$ cat src/swec_pkg.sv
// ----------------------------------------------------------------------------
// swec_pkg
// Types and constants shared by the sliding window event counter.
// ----------------------------------------------------------------------------
package swec_pkg;

	localparam int WIN_W  = 25;
	localparam int THR_W  = 6;
	localparam int TIME_W = 32;
	localparam int EST_W  = 25;

	localparam logic [WIN_W-1:0]  WIN_RESET  = 25'd1024;
	localparam logic [THR_W-1:0]  THR_RESET  = 6'd7;
	localparam logic [TIME_W-1:0] TIME_RESET = 32'd1;
	localparam logic [EST_W-1:0]  EST_CAP    = 25'd16777216;

	localparam logic OP_INSERT = 1'b0;
	localparam logic OP_QUERY  = 1'b1;

	localparam logic REG_WINDOW    = 1'b0;
	localparam logic REG_THRESHOLD = 1'b1;

	typedef struct packed {
		logic              operation;
		logic [TIME_W-1:0] event_time;
		logic [WIN_W-1:0]  query_span;
	} cmd_t;

	typedef struct packed {
		logic             is_answer;
		logic [EST_W-1:0] estimate;
		logic             overflow;
	} result_t;

	typedef struct packed {
		logic [WIN_W-1:0] window_size;
		logic [THR_W-1:0] merge_threshold;
	} cfg_t;

	typedef enum logic [3:0] {
		S_IDLE,
		S_EXP,
		S_EXP_CMP,
		S_PUSH,
		S_MERGE,
		S_MERGE_CMP,
		S_MERGE_PUSH,
		S_QLVL,
		S_QLVL_CMP,
		S_QBND,
		S_QBND_CMP
	} state_t;

endpackage

$ cat src/swec_apb.sv
// ----------------------------------------------------------------------------
// swec_apb
// Configuration registers behind an APB-style port.
// ----------------------------------------------------------------------------
module swec_apb (
	input  logic               clk,
	input  logic               arst_n,
	input  logic               psel,
	input  logic               penable,
	input  logic               pwrite,
	input  logic [2:0]         paddr,
	input  logic [31:0]        pwdata,
	output logic [31:0]        prdata,
	output logic               pready,
	output swec_pkg::cfg_t     cfg
);

	logic [swec_pkg::WIN_W-1:0] window_q;
	logic [swec_pkg::THR_W-1:0] thr_q;
	logic                       wr_en;

	assign wr_en  = psel && penable && pwrite;
	assign pready = 1'b1;

	always_ff @(posedge clk or negedge arst_n) begin
		if (!arst_n) begin
			window_q <= swec_pkg::WIN_RESET;
			thr_q    <= swec_pkg::THR_RESET;
		end else if (wr_en) begin
			unique case (paddr[2])
				swec_pkg::REG_WINDOW:    window_q <= pwdata[swec_pkg::WIN_W-1:0];
				swec_pkg::REG_THRESHOLD: thr_q    <= pwdata[swec_pkg::THR_W-1:0];
				default: ;
			endcase
		end
	end

	always_comb begin
		unique case (paddr[2])
			swec_pkg::REG_WINDOW:    prdata = {{(32-swec_pkg::WIN_W){1'b0}}, window_q};
			swec_pkg::REG_THRESHOLD: prdata = {{(32-swec_pkg::THR_W){1'b0}}, thr_q};
			default:                 prdata = '0;
		endcase
	end

	assign cfg.window_size     = window_q;
	assign cfg.merge_threshold = thr_q;

endmodule

$ cat config.mk
export PLATFORM = sky130hd
export DESIGN_NAME = swec_apb
export DESIGN_NICKNAME = d
export VERILOG_FILES = /design/src/swec_pkg.sv /design/src/swec_apb.sv
export SDC_FILE = /design/constraint.sdc
export NUM_CORES = 1
export LEC_CHECK = 0
export CAP_MARGIN = 20
export CORE_UTILIZATION = 24
export DETAILED_ROUTE_END_ITERATION = 8
export DONT_BUFFER_PORTS = 1
export GPL_TIMING_DRIVEN = 1
export HOLD_SLACK_MARGIN = 0.06
export SYNTH_ARGS = -nofsm -noshare
export SYNTH_HDL_FRONTEND = slang
export SYNTH_SLANG_ARGS = --single-unit
$ cat constraint.sdc
create_clock -name clk -period 1.3 [get_ports clk]
set_input_delay 0.13 -clock clk [delete_from_list [all_inputs] [get_ports clk]]
set_output_delay 0.13 -clock clk [all_outputs]
set_load 0.02 [all_outputs]
# == Word-level counts from Yosys, hierarchy flattened ==
# Cells that the tools add are included.
# word_totals
register_bits,31
inputBits,40
out_inout_bits,64
# classes
mux,1
bitwise_logic,1
n_reduce_logical,4
# op_table
op,count
32-bit case mux with 2 select lines,1
2-bit AND reduction,2
1-bit logical AND,2
1-bit inverter,1

# == Logic depth before layout (Yosys ltp) ==
# Gate-level depths: netlist (run 1).
# depth
depth_word,3
mapped_depth,4
depth_no_buf,2

# == Worst setup path before layout (run 1) ==
# No wires, ideal clock.
# synth_timing
path_type,register to output
startpoint,reg window_q[10] in the netlist's numbering
endpoint,out prdata[10]
arrival_time_ns,0.935
required_ns,1.170
setup_slack_ns,0.235
path_stages_with_launch,2
path_buffers,0
cell_sequence,dfstp_2 nor2b_1
# synth_between
elab_chain_cells,1
# synth_lines
element,line,text
"start, declared",swec_apb.sv:18,logic [swec_pkg::WIN_W-1:0] window_q;
"start signal, assigned",swec_apb.sv:27,window_q <= swec_pkg::WIN_RESET;
"start signal, assigned",swec_apb.sv:31,swec_pkg::REG_WINDOW: window_q <= pwdata[swec_pkg::WIN_W-1:0];
32-bit case mux with 2 select lines,swec_apb.sv:39,unique case (paddr[2])
"end, declared",swec_apb.sv:13,"output logic [31:0] prdata,"
# Every way passes these cells. The select of a mux whose other input is x is not followed.

# == Worst setup path in the final report (run 1) ==
# Same ends and word-level chain as after synthesis.

==> summary.md, run 1 <==
| Metric | Value |
|---|---|
| Combinational share of power | `0.240` |
| Drt drc | `0` |
| Row count | `28` |
| Fin crit period | `between 1 and 1.5 ns` |
| Setup crit end kind | `output port` |
| Clock-pin slew on the worst setup and hold paths | `about 0.06 ns` |
| Antenna-violating nets left | `0` |
| CP Data Arrival Time | `1.16 ns` |
| CTS Buffer Depth | `2` |
| Sw Ratio | `0.354` |
| CTS tree | `yes` |
| Synthesis Warnings | `0` |
| Crit-path max FO | `3` |
| Multiplexer share of the synthesized area | `0.321` |
| CTS root buffer | `clkbuf_8` |
| # setup viols final | `0` |
| Post-route cell area | `about 2000 um2` |
| Total track usage | `0.111` |
| Routability-driven placement congestion ratio | `0.623` |
| Global-route wire length before repair | `approximately 5200 um` |
| Gr ovfl total | `0` |
| # nets final | `roughly 180` |
| Port Buffers | `0` |
| Initial antenna violation count | `0` |
| Share of layout cells above drive strength 1 | `0.540` |
| Starting Density | `0.254` |
| CP top delay family | `flip-flops` |
| Hold WS | `0.296 ns` |
| Number of global-route vias before repair | `approximately 960` |
| Core area | `between 6000 and 7000 um2` |
| Fin crit share | `0.993` |
| Power per cell area | `1620 nW/um2` |
| Die Area | `about 6700 um2` |
| TNS Setup | `0 ns` |
| First-pass iteration count of the detailed router | `2` |
| Ports | `~100` |
| RSZ-0062 raised after global routing | `true` |
| CP max-delay cell | `dfstp_2` |
| WP buf/inv | `1` |
| Post-Synth XOR/XNOR Area | `0` |
| Largest family of logic cells by synthesized area | `multiplexers` |
| Clock sinks | `31` |
| Int Pwr | `about 2.1 mW` |
| Avg Inst Size Synth | `between 10 and 15 um2` |
| CP Class | `reg -> out` |
| Final Skew | `0 ns` |
| CP Cell Sequence | `nor2b_4, buf_6` |
| Sw power | `about 1.2 mW` |
| Synth Area in Simple Gates | `0.0973` |
| Synth cell types | `11` |
| H-tree depth | `2` |
| Status | `finished, final reports clean` |
| Largest net degree at the start of global routing | `32` |
| Sequential share of power | `0.510` |
| Placed Cells | `roughly 180` |
| Class of the worst hold path | `in -> async` |
| Slew Limit Fails | `0` |
| Post-synthesis instance area | `1530 um2` |
| CP required | `around 1.2 ns` |
| Max VDD drop | `624 uV` |
| HPWL after detailed placement | `around 2500 um` |
| Final wirelength | `~3700 um` |
| Final Power | `3.30 mW` |
| Avg WL per Cell | `around 17 um` |
| Post-Syn Instances | `~100` |
| Diode count | `0` |
| Vias | `between 900 and 1k` |
| Vias/cell | `about 4.4` |
| Synth Area in Compound Gates | `0` |
| Initial DRC Count | `11` |
| Leak Pwr | `0.940 nW` |
| Non-filler instance count after layout | `between 200 and 250` |
| Sequential area share after synthesis | `0.510` |
| Post-Synth Adder-Cell Area | `0` |
| Total CTS buffers | `5` |
| Clk network pwr share | `0.250` |
| Maximum capacitance violations | `0` |
| Post-place instance area | `approximately 1600 um2` |
| Final Hold Vio Count | `0` |
| DIE WIDTH | `81.9 um` |
| Area delta synth->final | `33.6%` |
| Die height | `81.9 um` |
| Fmax | `around 770 MHz` |
| Startpoint Class | `flop` |
| #FFs+latches synth | `31` |
| Worst skew pair latency | `0.27 ns` |
| Largest stage delay, worst path | `roughly 0.6 ns` |
## Yosys cell counts
library cell | instances | area (um2)
buf_4 | 8 | 60.1
buf_6 | 3 | 33.8
clkbuf_1 | 2 | 7.51
conb_1 | 2 | 7.51
dfrtp_1 | 27 | 676
dfstp_2 | 4 | 105
mux2_2 | 17 | 191
mux2_4 | 20 | 300
nand4_1 | 1 | 6.26
nand4b_4 | 1 | 23.8
nor2b_1 | 19 | 119
## path summary, 6_finish.rpt
| kind | endpoint | startpoint | slack [ns] | cells past startpoint |
|---|---|---|---|---|
| min in group clk | prdata[7] | paddr[2] | 0.30 | 1 |
| min reg2reg | window_q[11] | window_q[11] | 0.63 | 1 |
| max reg2reg | window_q[2] | window_q[2] | 0.41 | 1 |
| max | prdata[10] | window_q[10] | 0.009 | 2 |
| min | window_q[22] | arst_n | 0.30 | 2 |
| max in group asynchronous | thr_q[0] | arst_n | 0.77 | 2 |
## through the flow
step           utilization  worst slack (ns)
6_report             0.339           0.00871
5_1_grt              0.339           -0.0602
4_1_cts              0.333           -0.0289
3_5_place_dp         0.267             0.288
3_3_place_gp         0.267             0.287
2_1_floorplan            -             0.235
## registers in the layout, indices dropped and copies added, names as in the netlist
signal	flops
window_q	25
thr_q	6
## what timing repair did
action	4_1_cts	5_1_grt
resized for setup	6	15
hold endpoints to repair	62	0
setup buffers	0	0
hold buffers	27	0
endpoints found under the setup margin	7	13
## layout by cell type, fill, tap and decap left out
cell type,Yosys,routed
dfrtp_1,27,23
mux2_2,17,17
clkbuf_1,2,1
nand4b_4,1,1
nor2b_4,0,2
buf_12,0,2
dfstp_2,4,4
nor2b_2,0,12
mux2_4,20,20
nor2b_1,19,5
nand4_1,1,1
conb_1,2,8
clkbuf_8,0,7
buf_4,8,5
buf_6,3,1
dlygate4sd3_1,0,26
dfrtp_2,0,4
## layout make-up
cell class                 count  area (um2)
clock buffer                   8         100
tap                           75        93.8
fill                         599        3980
multi-input combinational     66         716
timing repair buffer          34         349
sequential                    31         786
## per-layer routing
metal  part of all wire  wire (um)  global-route usage  up-vias
met2               0.58       2150               0.211       44
li1                   -          -                   -      400
met5                  0          0                   0        -
met1               0.36       1330               0.109      484
met4              0.012         46              0.0456        0
met3              0.056        209              0.0356        7
## power by group through the flow
stage,clock [mW],combinational (mW),sequential (mW)
after floorplan,0,0.619,1.62
after global placement,0,0.656,1.68
after detailed placement,0,0.674,1.69
after CTS,0.876,0.779,1.68
after global routing,0.919,0.843,1.72
final,0.827,0.792,1.68
## kinds of logic after synthesis
logic type	Yosys count
muxes	37
DFF	31
and+or+nand+nor	21
other	2
buffers and inverters	13
(Power assumes the default switching activity.)
==> inputs of run 2 (changes only) <==
Settings changed: CORE_ASPECT_RATIO set to 1.75.
==> run 2 against run 1 <==
  * Global-route usage fell by 0.72 points
  * Critical path type unchanged
  * Critical path depth did not move
  * Clock power fell by 15%
  * Final cell count rose by 0.47%
  * Die area rose by 0.18%
  * First-iteration DRC count rose to 3.1 times the previous value
==> summary.md, run 2 (synthesis gave the netlist of run 1 again) <==
| Metric | Value |
|---|---|
| DIE WIDTH | `between 60 and 70 um` |
| Initial antenna violation count | `0` |
| Crit-path max FO | `3` |
| Largest net degree at the start of global routing | `32` |
| Number of global-route vias before repair | `~1,000` |
| CTS Buffer Depth | `2` |
| CP Data Arrival Time | `1.16 ns` |
| Total CTS buffers | `5` |
| Top reg by flops | `window_q` |
| Diode count | `0` |
| Vias | `929` |
| Gr ovfl total | `0` |
| Routability-driven placement congestion ratio | `about 0.65` |
| Worst Setup SP | `window_q[10]` |
| R2R depth | `1` |
| WP buf/inv | `1` |
| Clock-pin slew on the worst setup and hold paths | `about 0.07 ns` |
| Global-route wire length before repair | `around 5000 um` |
| Final Hold Vio Count | `0` |
| Metal3 WL | `266 um` |
| Die Area | `roughly 6700 um2` |
| Hold WS | `just over 0.3 ns` |
| # setup viols final | `0` |
| Core Util, Final | `0.320` |
| Worst skew pair latency | `about 0.27 ns` |
| Row count | `38` |
| CP Class | `reg -> out` |
| Ports | `about 100` |
| CTS tree | `yes` |
| Fin crit period | `between 1 and 1.5 ns` |
| Setup bufs post-CTS | `0` |
| Area delta synth->final | `29.2%` |
| Reg2Reg Setup Slack | `just over 0.4 ns` |
| RSZ-0062 raised after global routing | `true` |
| Slew Limit Fails | `0` |
| Clock sinks | `31` |
| Avg WL per Cell | `~15 um` |
| Wl on met1 | `1210 um` |
| Port Buffers | `0` |
| Reg area | `approximately 800 um2` |
| Class of the worst hold path | `in -> async` |
| Reg2Reg Capture Point | `thr_q[4]` |
| Total track usage | `0.103` |
| CTS root buffer | `clkbuf_8` |
| Initial DRC Count | `34` |
| CP required | `1.17 ns` |
| Layout fillers | `605` |
| Fin crit share | `0.992` |
| Worst R2R Start | `thr_q[4]` |
| Worst path depth | `2` |
| Fmax | `slightly below 800 MHz` |
| Largest stage delay, worst path | `0.60 ns` |
| CP top delay family | `flip-flops` |
| Startpoint Class | `flop` |
| CP Cell Sequence | `nor2b_1, buf_4` |
| Setup crit end kind | `output port` |
| Worst setup endpoint | `prdata[10]` |
| Core area | `just over 6000 um2` |
| # nets final | `174` |
| Status | `finished, final reports clean` |
| Drt drc | `0` |
| Most frequent cells in the layout | `dlygate4sd3_1, dfrtp_1, mux2_4` |
| H-tree depth | `2` |
| Share of layout cells above drive strength 1 | `0.511` |
| Vias/cell | `4.32` |
| Maximum capacitance violations | `0` |
| First-pass iteration count of the detailed router | `3` |
| Max VDD drop | `647 uV` |
| Largest registers | `window_q (25), thr_q (6)` |
| Top Layer Used | `met4` |
| Max FFs per register | `25` |
| Starting Density | `0.248` |
| Power per cell area | `roughly 1600 nW/um2` |
| Area of the multi-input gates | `just over 700 um2` |
| Antenna-violating nets left | `0` |
| Die height | `roughly 110 um` |
| Final Skew | `0 ns` |
| Final wirelength | `about 3300 um` |
| CP max-delay cell | `dfstp_2` |
| Routed length on met2 | `1780 um` |
| Leak Pwr | `around 0.9 nW` |
[run 2: cell count changes in the layout (fill, tap and decap cells not counted)]
| cell | change |
|---|---|
| buf_12 | -1 |
| buf_4 | -2 |
| buf_6 | -1 |
| clkbuf_1 | +1 |
| clkbuf_8 | -2 |
| clkinv_2 | +1 |
| dfrtp_1 | +3 |
| dfrtp_2 | -3 |
| nor2b_1 | -2 |
| nor2b_2 | +4 |
| nor2b_4 | -2 |
[run 2: repair_timing]
item	4_1_cts	5_1_grt
gates resized for setup	7	10
hold buffers	27	0
setup endpoints to repair	8	11
endpoints found under the hold margin	62	0
[run 2: worst min-delay path by stage]
stage | endpoint | slack (ns) | from | cells after the start
finish | window_q[5] | 0.31 | arst_n | 2
detailed placement | window_q[16] | -0.16 | arst_n | 0
global placement | window_q[23] | -0.16 | arst_n | 0
CTS | window_q[22] | 0.31 | arst_n | 2
floorplan | thr_q[3] | -0.17 | arst_n | 0
global route | prdata[12] | 0.31 | paddr[2] | 1
[run 2: cell type report]
type / count / area share
flip-flops and latches: 31 / 0.396
multi-input cells: 66 / 0.359
repair buffers: 30 / 0.153
well taps: 80 / 0.0506
clock buffers: 7 / 0.0386
clock inverters: 1 / 0.00253
[run 2: layer usage]
layer / track usage / up-vias
li1: - / 397
met1: 0.0990 / 460
met2: 0.188 / 68
met3: 0.0466 / 4
met4: 0.0465 / 0
met5: 0 / -
[run 2: through the flow]
| step | power (mW) | cells | instance area (um2) | TNS [ns] | worst slack [ns] |
|---|---|---|---|---|---|
| 6_report | 3.11 | 215 | 1980 | 0 | 0.0110 |
| 5_1_grt | 3.28 | 215 | 1980 | -0.0551 | -0.0551 |
| 4_1_cts | 3.16 | 215 | 1950 | -0.00976 | -0.00976 |
| 3_5_place_dp | 2.32 | 180 | 1570 | 0 | 0.228 |
| 3_3_place_gp | 2.28 | 180 | 1570 | 0 | 0.258 |
| 2_1_floorplan | 2.24 | 110 | 1550 | 0 | 0.235 |
[run 2: report_power, final]
group | internal, mW | switching (mW) | leakage, nW
sequential | 1.20 | 0.465 | 0.365
combinational | 0.414 | 0.331 | 0.493
clock | 0.375 | 0.328 | 0.0422
==> inputs of run 3 (changes only) <==
Settings changed: CELL_PAD_IN_SITES_DETAIL_PLACEMENT set to 1, CELL_PAD_IN_SITES_GLOBAL_PLACEMENT set to 1, PLACE_DENSITY_LB_ADDON set to 0.1.
==> run 3 against run 2 <==
  * Critical endpoint unchanged
  * The flow now finishes with violations (negative setup slack)
  * Critical path depth did not move
  * Non-clock buffer count is the same
  * First-iteration DRC count is 85% lower
  * Combinational power is 0.7% higher
  * Final cell count did not move
  * Power grew 0.88%
  * Fmax is 2.4% lower
  * Via count shrank 0.43%
  * Hold slack worse by 0.015 ns
  * Critical path type unchanged
  * Largest power group unchanged
==> summary.md, run 3 (synthesis gave the netlist of run 1 again) <==
| Metric | Value |
|---|---|
| Share of layout cells above drive strength 1 | `0.519` |
| Combinational share of power | `0.239` |
| H-tree depth | `2` |
| Top reg by flops | `window_q` |
| Fin crit share | `1.02` |
| Routability-driven placement congestion ratio | `0.619` |
| Starting Density | `0.248` |
| RSZ-0062 raised after global routing | `true` |
| Final Skew | `0 ns` |
| Gr ovfl total | `0` |
| Total track usage | `0.110` |
| Vias/cell | `4.30` |
| Final Hold Vio Count | `0` |
| TNS Setup | `-0.0209 ns` |
| Post-route cell area | `between 1500 and 2000 um2` |
| Port Buffers | `0` |
| Largest net degree at the start of global routing | `32` |
| Post-place instance area | `roughly 1600 um2` |
| Total CTS buffers | `5` |
| Global-route wire length before repair | `~5500 um` |
| Power per cell area | `approximately 1600 nW/um2` |
| Maximum capacitance violations | `0` |
| CTS root buffer | `clkbuf_8` |
| Ports | `approximately 100` |
| Vias | `approximately 930` |
| Die height | `between 100 and 150 um` |
| Initial antenna violation count | `0` |
| Layout fillers | `around 660` |
| Class of the worst hold path | `in -> async` |
| Reg2Reg Setup Slack | `roughly 0.42 ns` |
| Largest registers | `window_q (25), thr_q (6)` |
| Most common cell after layout, fill and taps aside | `dfrtp_1` |
| Setup crit end kind | `output port` |
| Int Pwr | `roughly 2.0 mW` |
| CP required | `around 1.2 ns` |
| Row count | `38` |
| CP Data Arrival Time | `between 1 and 1.5 ns` |
| Number of global-route vias before repair | `between 1k and 1.5k` |
| Die Area | `between 6000 and 7000 um2` |
| Fmax | `around 760 MHz` |
| Drt drc | `0` |
| Slew Limit Fails | `0` |
| Worst skew pair latency | `0.28 ns` |
| Failing checks | `negative setup slack` |
| Avg WL per Cell | `16.4 um` |
| CP Class | `reg -> out` |
| Most frequent cells in the layout | `dfrtp_1, dlygate4sd3_1, mux2_4` |
| Initial DRC Count | `5` |
| Hold WS | `a little under 0.3 ns` |
| Setup ws final | `-0.0209 ns` |
| Clock-pin slew on the worst setup and hold paths | `about 0.070 ns` |
| Max FFs per register | `25` |
| Sw power | `about 1.1 mW` |
| First-pass iteration count of the detailed router | `2` |
| # setup viols final | `1` |
| Status | `finished with violations` |
| CTS tree | `yes` |
| Final Power | `3.14 mW` |
| HPWL after detailed placement | `about 2300 um` |
| Final wirelength | `around 3500 um` |
| Setup bufs post-CTS | `0` |
| Clock sinks | `31` |
| DIE WIDTH | `between 60 and 70 um` |
| Max VDD drop | `approximately 660 uV` |
| Leak Pwr | `around 0.91 nW` |
| Area delta synth->final | `30.3%` |
| Crit-path max FO | `3` |
| Sequential share of power | `0.528` |
| Antenna-violating nets left | `0` |
| # nets final | `~170` |
| Clk network pwr share | `0.234` |
| Diode count | `0` |
| Fin crit period | `between 1 and 1.5 ns` |
| Sw Ratio | `0.365` |
| CTS Buffer Depth | `2` |
| Core area | `between 6000 and 7000 um2` |
| Pre-CTS setup slack | `around 0.29 ns` |
| Startpoint Class | `flop` |
==> run 3: cell counts in the layout (fill, tap and decap cells not counted) <==
Identical to the previous run, type by type.
==> run 3: area by class of cell <==
| type | count | area [um2] | share of cell area |
|---|---|---|---|
| flip-flops and latches | 31 | 781 | 0.392 |
| well taps | 80 | 100 | 0.0502 |
| multi-input cells | 66 | 716 | 0.359 |
| repair buffers | 30 | 315 | 0.158 |
| clock buffers | 7 | 76.3 | 0.0383 |
| clock inverters | 1 | 5.00 | 0.00251 |
==> run 3: critical path, stage by stage, from the launching register on <==
cell	delay (ns)
dfstp_2	0.61
nor2b_1	0.16
buf_4	0.15
==> run 3: final timing paths <==
check                      cells past startpoint      endpoint         start
setup reg to reg                               1  window_q[18]  window_q[18]
hold reg to reg                                1  window_q[10]  window_q[10]
hold / removal                                 2  window_q[21]        arst_n
setup / recovery                               2    prdata[10]  window_q[10]
max in group asynchronous                      2      thr_q[2]        arst_n
min in group clk                               3   window_q[3]       penable
==> run 3: through the flow <==
step	std cells	utilization
3_3_place_gp	180	0.257
5_1_grt	215	0.322
3_5_place_dp	180	0.257
2_1_floorplan	110	-
4_1_cts	215	0.318
6_report	215	0.322
==> run 3: power by group through the flow <==
stage          registers, mW  clock network [mW]  logic [mW]
5_1_grt                 1.70               0.802       0.799
6_report                1.66               0.734       0.750
4_1_cts                 1.66               0.775       0.740
3_3_place_gp            1.68                   0       0.627
2_1_floorplan           1.62                   0       0.619
3_5_place_dp            1.68                   0       0.632
==> run 3: timing repair <==
action / 4_1_cts / 5_1_grt
endpoints found under the hold margin: 62 / 0
hold buffers: 27 / 0
setup endpoints to repair: 9 / 11
gates resized for setup: 8 / 10
cloned: 0 / 0
==> run 3: layer usage <==
metal	wire (um)	part of all wire	global-route usage	up-vias
li1	-	-	-	390
met1	1240	0.35	0.114	474
met2	2000	0.57	0.196	56
met3	211	0.060	0.0339	5
met4	69	0.020	0.0565	0
met5	0	0	0	-
